File: config.mk
export PLATFORM = sky130hd
export DESIGN_NAME = button_event_tracker
export DESIGN_NICKNAME = d
export VERILOG_FILES = /design/src/sv/bet_pkg.sv /design/src/sv/bet_front.sv /design/src/sv/bet_queue.sv /design/src/sv/bet_back.sv /design/src/sv/button_event_tracker.sv
export SDC_FILE = /design/constraint.sdc
export NUM_CORES = 2
export LEC_CHECK = 0
export BUFFER_PORTS_ARGS = -buffer_cell sky130_fd_sc_hd__buf_2
export CORE_AREA = 4 4 340 593
export CTS_CLUSTER_DIAMETER = 50
export DETAILED_ROUTE_END_ITERATION = 6
export DIE_AREA = 0 0 344 597
export SLEW_MARGIN = 15
export SYNTH_ARGS = -nofsm -noshare
export SYNTH_HDL_FRONTEND = slang
export SYNTH_SLANG_ARGS = --single-unit
File: constraint.sdc
create_clock -name clk -period 7.3 [get_ports clk]
set_input_delay 1.46 -clock clk [delete_from_list [all_inputs] [get_ports clk]]
set_output_delay 1.46 -clock clk [all_outputs]
set_load 0.005 [all_outputs]
File: src/sv/bet_pkg.sv
`timescale 1ns / 1ps
`default_nettype none

package bet_pkg;

	// button store
	localparam int BTN_COUNT   = 11;
	localparam int IDX_W       = $clog2(BTN_COUNT);
	localparam int MASK_W      = 11;
	localparam int TIME_W      = 32;
	localparam int AXIS_W      = 16;
	localparam int NUM_REAL    = 3;
	localparam int NUM_AXES    = 4;
	localparam int AXIS_BASE   = NUM_REAL;

	// request codes on tuser
	localparam logic [2:0] REQ_EVENT   = 3'd0;
	localparam logic [2:0] REQ_FLUSH   = 3'd1;
	localparam logic [2:0] REQ_RD_CNT  = 3'd2;
	localparam logic [2:0] REQ_RD_STATE = 3'd3;
	localparam logic [2:0] REQ_RD_HOLD = 3'd4;

	// event mask bits
	localparam int EV_LEFT_PRESS    = 1;
	localparam int EV_LEFT_RELEASE  = 2;
	localparam int EV_RIGHT_PRESS   = 3;
	localparam int EV_RIGHT_RELEASE = 4;
	localparam int EV_MID_PRESS     = 5;
	localparam int EV_MID_RELEASE   = 6;
	localparam int EV_AXIS_Z        = 11;
	localparam int EV_AXIS_PITCH    = 12;
	localparam int EV_AXIS_BANK     = 13;
	localparam int EV_AXIS_HEADING  = 14;

	// command queue
	localparam int QUEUE_DEPTH = 2;
	localparam int QPTR_W      = $clog2(QUEUE_DEPTH);
	localparam int QCNT_W      = $clog2(QUEUE_DEPTH + 1);

	// config register map
	localparam logic REG_AXIS_MODE = 1'b0;
	localparam logic REG_ENABLE    = 1'b1;

	typedef enum logic [2:0] {
		K_NOP,
		K_OFF,
		K_EVENT,
		K_FLUSH,
		K_RD_CNT,
		K_RD_STATE,
		K_RD_HOLD
	} kind_t;

	typedef struct packed {
		kind_t                 kind;
		logic [NUM_REAL-1:0]   btn_press;
		logic [NUM_REAL-1:0]   btn_release;
		logic [NUM_AXES-1:0]   axis_chg;
		logic [NUM_AXES-1:0]   axis_pos;
		logic [NUM_AXES-1:0]   axis_neg;
		logic [TIME_W-1:0]     now;
		logic [IDX_W-1:0]      idx;
	} cmd_t;

endpackage

`default_nettype wire

File: src/sv/bet_front.sv
`timescale 1ns / 1ps
`default_nettype none

module bet_front import bet_pkg::*; (
	input  wire logic [2:0]          req_type,
	input  wire logic [15:0]         event_mask,
	input  wire logic [AXIS_W-1:0]   axis_z,
	input  wire logic [AXIS_W-1:0]   axis_pitch,
	input  wire logic [AXIS_W-1:0]   axis_bank,
	input  wire logic [AXIS_W-1:0]   axis_heading,
	input  wire logic [TIME_W-1:0]   timestamp,
	input  wire logic [3:0]          button_index,
	input  wire logic                axis_mode_enable,
	input  wire logic                block_enable,
	output cmd_t                     cmd
);

	logic                     idx_ok;
	logic [NUM_AXES-1:0]      axis_sign;
	logic [NUM_AXES-1:0]      axis_nz;

	assign idx_ok = ((IDX_W + 1)'(button_index) < (IDX_W + 1)'(BTN_COUNT));

	assign axis_sign = {axis_heading[AXIS_W-1], axis_bank[AXIS_W-1],
		axis_pitch[AXIS_W-1], axis_z[AXIS_W-1]};
	assign axis_nz   = {|axis_heading, |axis_bank, |axis_pitch, |axis_z};

	always_comb begin
		cmd             = '0;
		cmd.kind        = K_NOP;
		cmd.btn_press   = {event_mask[EV_MID_PRESS], event_mask[EV_RIGHT_PRESS],
			event_mask[EV_LEFT_PRESS]};
		cmd.btn_release = {event_mask[EV_MID_RELEASE], event_mask[EV_RIGHT_RELEASE],
			event_mask[EV_LEFT_RELEASE]};
		cmd.axis_chg    = {event_mask[EV_AXIS_HEADING], event_mask[EV_AXIS_BANK],
			event_mask[EV_AXIS_PITCH], event_mask[EV_AXIS_Z]} & {NUM_AXES{axis_mode_enable}};
		cmd.axis_pos    = ~axis_sign & axis_nz;
		cmd.axis_neg    = axis_sign;
		cmd.now         = timestamp;
		cmd.idx         = button_index[IDX_W-1:0];
		if (!block_enable) begin
			cmd.kind = K_OFF;
		end else begin
			unique case (req_type)
				REQ_EVENT:    cmd.kind = K_EVENT;
				REQ_FLUSH:    cmd.kind = K_FLUSH;
				REQ_RD_CNT:   cmd.kind = idx_ok ? K_RD_CNT : K_NOP;
				REQ_RD_STATE: cmd.kind = idx_ok ? K_RD_STATE : K_NOP;
				REQ_RD_HOLD:  cmd.kind = idx_ok ? K_RD_HOLD : K_NOP;
				default:      cmd.kind = K_NOP;
			endcase
		end
	end

endmodule

`default_nettype wire

File: src/sv/bet_queue.sv
`timescale 1ns / 1ps
`default_nettype none

module bet_queue import bet_pkg::*; (
	input  wire logic clk,
	input  wire logic arst_n,
	input  wire logic push,
	input  wire cmd_t push_cmd,
	output logic      full,
	input  wire logic pop,
	output logic      not_empty,
	output cmd_t      head
);

	cmd_t              slot_q [QUEUE_DEPTH];
	logic [QPTR_W-1:0] wr_ptr_q;
	logic [QPTR_W-1:0] rd_ptr_q;
	logic [QCNT_W-1:0] count_q;

	assign full      = (count_q == QCNT_W'(QUEUE_DEPTH));
	assign not_empty = (count_q != '0);
	assign head      = slot_q[rd_ptr_q];

	always_ff @(posedge clk) begin
		if (push) begin
			slot_q[wr_ptr_q] <= push_cmd;
		end
	end

	always_ff @(posedge clk or negedge arst_n) begin
		if (!arst_n) begin
			wr_ptr_q <= '0;
			rd_ptr_q <= '0;
			count_q  <= '0;
		end else begin
			if (push) begin
				wr_ptr_q <= (wr_ptr_q == QPTR_W'(QUEUE_DEPTH - 1)) ? '0 : wr_ptr_q + 1'b1;
			end
			if (pop) begin
				rd_ptr_q <= (rd_ptr_q == QPTR_W'(QUEUE_DEPTH - 1)) ? '0 : rd_ptr_q + 1'b1;
			end
			if (push && !pop) begin
				count_q <= count_q + 1'b1;
			end else if (pop && !push) begin
				count_q <= count_q - 1'b1;
			end
		end
	end

endmodule

`default_nettype wire

File: src/sv/bet_back.sv
`timescale 1ns / 1ps
`default_nettype none

module bet_back import bet_pkg::*; (
	input  wire logic         clk,
	input  wire logic         arst_n,
	input  wire logic         cmd_valid,
	input  wire cmd_t         cmd,
	output logic              cmd_pop,
	output logic              res_valid,
	input  wire logic         res_ready,
	output logic [TIME_W-1:0] reply_value,
	output logic [MASK_W-1:0] pressed_mask
);

	logic [BTN_COUNT-1:0]   held_q;
	logic [TIME_W-1:0]      press_time_q [BTN_COUNT];
	logic [TIME_W-1:0]      hold_total_q [BTN_COUNT];
	logic [TIME_W-1:0]      down_cnt_q   [BTN_COUNT];

	logic [BTN_COUNT-1:0]   held_d;
	logic [TIME_W-1:0]      press_time_d [BTN_COUNT];
	logic [TIME_W-1:0]      hold_total_d [BTN_COUNT];
	logic [TIME_W-1:0]      down_cnt_d   [BTN_COUNT];
	logic [TIME_W-1:0]      reply_d;
	logic [MASK_W-1:0]      mask_d;

	logic                   out_valid_q;
	logic [TIME_W-1:0]      reply_q;
	logic [MASK_W-1:0]      mask_q;

	logic [BTN_COUNT-1:0]   go_press;
	logic [BTN_COUNT-1:0]   go_count;
	logic [BTN_COUNT-1:0]   go_release;
	logic [TIME_W-1:0]      elapsed_sel;

	assign cmd_pop      = cmd_valid && (!out_valid_q || res_ready);
	assign res_valid    = out_valid_q;
	assign reply_value  = reply_q;
	assign pressed_mask = mask_q;
	assign elapsed_sel  = cmd.now - press_time_q[cmd.idx];

	// per-button event decisions, all buttons in parallel
	always_comb begin
		go_press   = '0;
		go_count   = '0;
		go_release = '0;
		for (int i = 0; i < BTN_COUNT; i++) begin
			if (i < NUM_REAL) begin
				// press bit wins; release only counts when press is clear
				go_press[i]   = cmd.btn_press[i] && !held_q[i];
				go_count[i]   = cmd.btn_press[i];
				go_release[i] = !cmd.btn_press[i] && cmd.btn_release[i] && held_q[i];
			end else if (i < AXIS_BASE + 2 * NUM_AXES) begin
				// even offset: positive direction, odd offset: negative
				if (((i - AXIS_BASE) % 2) == 0) begin
					go_press[i] = cmd.axis_chg[(i - AXIS_BASE) / 2] && !held_q[i]
						&& cmd.axis_pos[(i - AXIS_BASE) / 2];
				end else begin
					go_press[i] = cmd.axis_chg[(i - AXIS_BASE) / 2] && !held_q[i]
						&& cmd.axis_neg[(i - AXIS_BASE) / 2];
				end
				go_count[i]   = go_press[i];
				go_release[i] = cmd.axis_chg[(i - AXIS_BASE) / 2] && held_q[i];
			end
		end
	end

	always_comb begin
		held_d       = held_q;
		press_time_d = press_time_q;
		hold_total_d = hold_total_q;
		down_cnt_d   = down_cnt_q;
		reply_d      = '0;
		unique case (cmd.kind)
			K_EVENT: begin
				for (int i = 0; i < BTN_COUNT; i++) begin
					if (go_press[i]) begin
						held_d[i]       = 1'b1;
						press_time_d[i] = cmd.now;
					end
					if (go_count[i]) begin
						down_cnt_d[i] = down_cnt_q[i] + 1'b1;
					end
					if (go_release[i]) begin
						held_d[i]       = 1'b0;
						hold_total_d[i] = hold_total_q[i] + (cmd.now - press_time_q[i]);
					end
				end
			end
			K_FLUSH: begin
				for (int i = 0; i < BTN_COUNT; i++) begin
					held_d[i]       = 1'b0;
					press_time_d[i] = cmd.now;
					hold_total_d[i] = '0;
					down_cnt_d[i]   = '0;
				end
			end
			K_RD_CNT: begin
				reply_d              = down_cnt_q[cmd.idx];
				down_cnt_d[cmd.idx]  = '0;
			end
			K_RD_STATE: begin
				reply_d = TIME_W'(held_q[cmd.idx]);
			end
			K_RD_HOLD: begin
				if (held_q[cmd.idx]) begin
					// live reading restarts the timestamp, total kept
					reply_d               = elapsed_sel;
					press_time_d[cmd.idx] = cmd.now;
				end else begin
					reply_d                = hold_total_q[cmd.idx];
					hold_total_d[cmd.idx]  = '0;
				end
			end
			K_NOP, K_OFF: begin
			end
			default: begin
			end
		endcase
		mask_d = (cmd.kind == K_OFF) ? '0 : held_d[MASK_W-1:0];
	end

	always_ff @(posedge clk or negedge arst_n) begin
		if (!arst_n) begin
			held_q <= '0;
			for (int i = 0; i < BTN_COUNT; i++) begin
				press_time_q[i] <= '0;
				hold_total_q[i] <= '0;
				down_cnt_q[i]   <= '0;
			end
			out_valid_q <= 1'b0;
		end else begin
			if (cmd_pop) begin
				held_q       <= held_d;
				press_time_q <= press_time_d;
				hold_total_q <= hold_total_d;
				down_cnt_q   <= down_cnt_d;
				out_valid_q  <= 1'b1;
			end else if (res_ready) begin
				out_valid_q <= 1'b0;
			end
		end
	end

	always_ff @(posedge clk) begin
		if (cmd_pop) begin
			reply_q <= reply_d;
			mask_q  <= mask_d;
		end
	end

endmodule

`default_nettype wire

File: src/sv/button_event_tracker.sv
`timescale 1ns / 1ps
`default_nettype none

// Channel    Dir  Handshake              Contents
// s_axis     in   tvalid/tready          request: tuser = req_type, tdata = fields
// m_axis     out  tvalid/tready          reply value and pressed bitmap
// apb        in   psel/penable/pready    axis_mode_enable @0x0, block_enable @0x4
//
// One request per cycle while the queue has room: the front decodes it into a command in
// the same cycle it is taken; unless a reply stalls, the back applies one command per cycle
// to the flop-based button store and output register; m_axis_tvalid comes from the latter.
// A two-entry command queue splits front and back; s_axis_tready drops only when the
// queue is full, i.e. one reply stalled in the output register and two requests behind it.
// Reset clears all button state, the queue and both config bits.

module button_event_tracker import bet_pkg::*; (
	input  wire logic         clk,
	input  wire logic         arst_n,
	// request stream
	input  wire logic         s_axis_tvalid,
	output logic              s_axis_tready,
	// [15:0] event_mask, [31:16] axis_z, [47:32] axis_pitch, [63:48] axis_bank,
	// [79:64] axis_heading, [111:80] timestamp, [115:112] button_index, [119:116] zero
	input  wire logic [119:0] s_axis_tdata,
	// [2:0] req_type
	input  wire logic [2:0]   s_axis_tuser,
	// reply stream
	output logic              m_axis_tvalid,
	input  wire logic         m_axis_tready,
	// [31:0] reply_value, [42:32] pressed_mask, [47:43] zero
	output logic [47:0]       m_axis_tdata,
	// config
	input  wire logic         psel,
	input  wire logic         penable,
	input  wire logic         pwrite,
	input  wire logic [2:0]   paddr,
	input  wire logic [31:0]  pwdata,
	output logic [31:0]       prdata,
	output logic              pready
);

	logic              axis_mode_q;
	logic              enable_q;
	logic              cfg_wr;

	cmd_t              front_cmd;
	cmd_t              head_cmd;
	logic              q_full;
	logic              q_not_empty;
	logic              q_pop;
	logic              push;
	logic [TIME_W-1:0] reply_value;
	logic [MASK_W-1:0] pressed_mask;

	// config port: register picked by address bit 2
	assign pready = 1'b1;
	assign cfg_wr = psel && penable && pwrite && pready;
	assign prdata = (paddr[2] == REG_ENABLE) ? {31'b0, enable_q} : {31'b0, axis_mode_q};

	always_ff @(posedge clk or negedge arst_n) begin
		if (!arst_n) begin
			axis_mode_q <= 1'b0;
			enable_q    <= 1'b0;
		end else if (cfg_wr) begin
			if (paddr[2] == REG_AXIS_MODE) begin
				axis_mode_q <= pwdata[0];
			end else begin
				enable_q <= pwdata[0];
			end
		end
	end

	// front: decode the request
	assign s_axis_tready = !q_full;
	assign push          = s_axis_tvalid && !q_full;

	bet_front u_front (
		.req_type         (s_axis_tuser),
		.event_mask       (s_axis_tdata[15:0]),
		.axis_z           (s_axis_tdata[31:16]),
		.axis_pitch       (s_axis_tdata[47:32]),
		.axis_bank        (s_axis_tdata[63:48]),
		.axis_heading     (s_axis_tdata[79:64]),
		.timestamp        (s_axis_tdata[111:80]),
		.button_index     (s_axis_tdata[115:112]),
		.axis_mode_enable (axis_mode_q),
		.block_enable     (enable_q),
		.cmd              (front_cmd)
	);

	bet_queue u_queue (
		.clk       (clk),
		.arst_n    (arst_n),
		.push      (push),
		.push_cmd  (front_cmd),
		.full      (q_full),
		.pop       (q_pop),
		.not_empty (q_not_empty),
		.head      (head_cmd)
	);

	// back: apply to the button store and hold the reply
	bet_back u_back (
		.clk          (clk),
		.arst_n       (arst_n),
		.cmd_valid    (q_not_empty),
		.cmd          (head_cmd),
		.cmd_pop      (q_pop),
		.res_valid    (m_axis_tvalid),
		.res_ready    (m_axis_tready),
		.reply_value  (reply_value),
		.pressed_mask (pressed_mask)
	);

	assign m_axis_tdata = {5'b0, pressed_mask, reply_value};

endmodule

`default_nettype wire

==> results.toml <==
[worst_setup_path]
reg2regPathDepth = 16
crit_path_start = "u_queue.rd_ptr_q$_DFFE_PN0P_"
worstSetupPathType = "reg -> reg"
timing.critical_path.slowest_cell_delay_ps = 1160
worst-path-buf-inv = 4
critical_path.max_fanout = 29
startpoint_type = "flip-flop"
worstReg2RegStart = "u_queue.rd_ptr_q$_DFFE_PN0P_"
cp.arrival_ps = 7440
critical_path.reg2reg.endpoint = "u_back.hold_total_q[316]$_DFFE_PN0P_"
critPathSlowestCell = "sky130_fd_sc_hd__o311ai_0"
r2r_setup_slack_ps = 550
kind_of_cell_adding_the_most_delay_to_the_critical_path = "compound AO/OA/AOI/OAI gates"
worstPathCellList = "buf_4, mux2i_1, inv_1, buf_4, ha_1, inv_1, fa_1, nor2b_1, o21ai_0, a21boi_1, o21ai_0, nor3b_2, o311ai_0, a31oi_1, o2111a_1, a221o_1"
end_kind = "flip-flop"
critPathRequiredTime_ps = 7990

[floorplanning]
die_area_um2 = 205000
core_area_um2 = 197000
floorplan.rows = 216
die_h_um = 597
number_of_primary_i_o_pins = 248
effective_utilization_at_floorplan_pct = 44.7
die_w_um = 344

[clocking]
buffer_levels_on_the_longest_clock_path = 4
cts_resized = 0
worst_setup_hold_path_clk_slew_ps = 60
cts_sinks = 1231
cts_tree = "built"
cts.repair_timing.setup_buffer_count = 0
clock_root_buffer = "sky130_fd_sc_hd__clkbuf_16"
clkLatencyLatePin_ps = 830
cts-htree-levels = 4
cts_inserted_buffers = 150
hold_buffers = 0

[drt]
first_iter_violations = 5787
finalWirelength_um = 314000
average_wire_per_cell_in_the_routed_design_um = 24.8
vias = 75900
drcViolationCount = 1
antenna_left = 0
via_per_inst = 6.00
detailedRoute.firstPassIterationCount = 7

[global_routing]
grt_first_pass_wirelength_um = 471000
grt-ovfl-total = 0
antenna_found_initial = 12
maximum_number_of_pins_on_one_net_before_global_route_repair = 187
grt_pass1_vias = 78300
grt_util_all_layers_pct = 30.3

[placed_design]
buffer_ports.inserted = 167
hpwl_um = 241000
post_placement_cell_count = 12400
gpl.final_weighted_congestion = 0.985
placed_area_um2 = 92600

[layout]
layout.cells.non_filler = 12700
multiInputGateArea_um2 = 50700
layout-drive-gt1-share_pct = 9.59
num-nets-final = 10800
layout_common_cells = "sky130_fd_sc_hd__a21oi_1 (1,200), sky130_fd_sc_hd__inv_1 (1,173), sky130_fd_sc_hd__dfrtp_1 (1,073), sky130_fd_sc_hd__nand2_1 (965), sky130_fd_sc_hd__nor2_1 (817)"
area.sequential_um2 = 31600
syn_to_final_growth_pct = 10.5
mostFrequentLayoutCell = "sky130_fd_sc_hd__a21oi_1"
postLayoutCellArea_um2 = 97400
nFillCells = 18600

[logic_synthesis]
postSynthRegisterBits = 1231
yosys_most_used_dff = "sky130_fd_sc_hd__dfrtp_1"
synth_top_area_cell = "sky130_fd_sc_hd__dfrtp_1"
ys_async_sr_fraction_pct = 87.2
ys_types = 108
synth_enable_flop_cells = 157
netlist_area_um2 = 88100
sequential_share_of_the_synthesized_area_pct = 35.9
synth_top_area_share_pct = 30.5
synth-warning-count = 0
yosys-top-cells-area = "sky130_fd_sc_hd__dfrtp_1 (31%), sky130_fd_sc_hd__fa_1 (7.8%), sky130_fd_sc_hd__a21oi_1 (6.8%)"
cell_count_after_synthesis = 9843
postSynthAreaPerCell_um2 = 8.95

[hold_path]
min_delay_worst_endpoint = "u_back.hold_total_q[46]$_DFFE_PN0P_"
holdPathStages = 2
hold_path.startpoint = "u_back.hold_total_q[46]$_DFFE_PN0P_"
hold_class = "reg -> reg"

[timing]
rsz0062_at_grt = "no"
max_clock_freq_mhz = 148
max-slew-margin-rel_pct = 6.77
skew_ps = 36.4
slew_viol_final = 0
finalHoldViolations = 0
post-route-period-util_pct = 92.5
tightestPinTransition_ps = 1380
setup_tns_ps = 0
period_minus_slack_ps = 6750
finalSetupViolCount = 0

[job]
cap_violations = 0

[run_status]
outcome = "complete, but fails checks"
violated_checks = "DRC"
==> routing by layer <==
| layer | track usage (%) | share of wire, % | vias to the layer above |
|---|---|---|---|
| met5 | 0 | 0.013 | - |
| met4 | 22.7 | 9.1 | 6 |
| met3 | 3.79 | 5.1 | 1004 |
| met2 | 55.1 | 52 | 2817 |
| met1 | 31.7 | 34 | 37700 |
| li1 | - | - | 34400 |
==> kinds of logic after synthesis <==
group / Yosys count / synth area share, %
AO/OA/AOI/OAI: 2957 / 20.1
AND/OR/NAND/NOR: 2585 / 13.1
buffers and inverters: 1643 / 7.42
flip-flops: 1231 / 35.9
adder cells (fa/ha/maj): 738 / 13.4
multiplexers: 375 / 7.05
XOR/XNOR: 312 / 3.10
other: 2 / 0.00852
==> cell type report <==
class | count | area share (%)
Tap cell | 2616 | 3.36
Clock inverter | 60 | 0.621
Antenna cell | 3 | 0.00771
Sequential cell | 1231 | 32.4
Timing Repair Buffer | 372 | 2.64
Clock buffer | 199 | 4.32
Inverter | 1174 | 4.52
Multi-Input combinational cell | 7004 | 52.1
==> worst max path at each step <==
stage	end	slack, ps	cells past startpoint
after floorplan	u_back.hold_total_q[190]$_DFFE_PN0P_	1770	19
after global placement	u_back.hold_total_q[318]$_DFFE_PN0P_	720	16
after detailed placement	u_back.hold_total_q[316]$_DFFE_PN0P_	720	16
after CTS	u_back.hold_total_q[316]$_DFFE_PN0P_	690	16
after global routing	u_back.hold_total_q[318]$_DFFE_PN0P_	520	16
final	u_back.hold_total_q[316]$_DFFE_PN0P_	550	16
==> registers in the layout (all words and copies together), names as in the netlist, 2 cells and up <==
register	cells
u_back.down_cnt_q	352
u_queue.slot_q	114
u_back.press_time_q	352
u_back.hold_total_q	352
u_queue.count_q	2
u_back.reply_value	32
u_back.held_q	11
u_back.pressed_mask	11
==> metrics by stage <==
step / hold slack, ps / utilization [%] / worst slack (ps)
after floorplan: 439 / - / 1770
after detailed placement: 470 / 46.9 / 722
final: 486 / 49.4 / 545
after global placement: 464 / 46.9 / 715
after global routing: 510 / 49.4 / 518
after CTS: 484 / 49.4 / 692
==> worst min-delay path: stages, from the launching register on <==
cell                      delay (ps)
sky130_fd_sc_hd__dfrtp_1         350
sky130_fd_sc_hd__nand2_1          50
sky130_fd_sc_hd__o21ai_0          60
==> cell usage after synthesis, types with 16 or more instances <==
cell type	number
sky130_fd_sc_hd__a211o_1	22
sky130_fd_sc_hd__a211oi_1	36
sky130_fd_sc_hd__a21o_1	188
sky130_fd_sc_hd__a21oi_1	1204
sky130_fd_sc_hd__a22o_1	50
sky130_fd_sc_hd__a22oi_1	35
sky130_fd_sc_hd__a31oi_1	160
sky130_fd_sc_hd__a32o_1	27
sky130_fd_sc_hd__a41oi_1	37
sky130_fd_sc_hd__and2_1	37
sky130_fd_sc_hd__and3_1	105
sky130_fd_sc_hd__and4_1	18
sky130_fd_sc_hd__buf_1	30
sky130_fd_sc_hd__buf_2	146
sky130_fd_sc_hd__buf_4	47
sky130_fd_sc_hd__clkbuf_1	244
sky130_fd_sc_hd__dfrtp_1	1074
sky130_fd_sc_hd__edfxtp_1	157
sky130_fd_sc_hd__fa_1	342
sky130_fd_sc_hd__ha_1	396
sky130_fd_sc_hd__inv_1	1173
sky130_fd_sc_hd__mux2_2	16
sky130_fd_sc_hd__mux2i_1	161
sky130_fd_sc_hd__mux4_2	194
sky130_fd_sc_hd__nand2_1	967
sky130_fd_sc_hd__nand2b_1	64
sky130_fd_sc_hd__nand3_1	191
sky130_fd_sc_hd__nand4_1	74
sky130_fd_sc_hd__nor2_1	822
sky130_fd_sc_hd__nor2b_1	55
sky130_fd_sc_hd__nor3_1	87
sky130_fd_sc_hd__nor4_1	34
sky130_fd_sc_hd__o211ai_1	43
sky130_fd_sc_hd__o21a_1	65
sky130_fd_sc_hd__o21ai_0	718
sky130_fd_sc_hd__o21bai_1	37
sky130_fd_sc_hd__o22a_1	32
sky130_fd_sc_hd__o22ai_1	72
sky130_fd_sc_hd__o31ai_1	50
sky130_fd_sc_hd__or2_2	27
sky130_fd_sc_hd__or3_1	35
sky130_fd_sc_hd__xnor2_1	145
sky130_fd_sc_hd__xor2_1	167
Power is left out: the tool's default activity adds up to more than one toggle a clock period on the data nets, which glitch-free logic cannot reach.
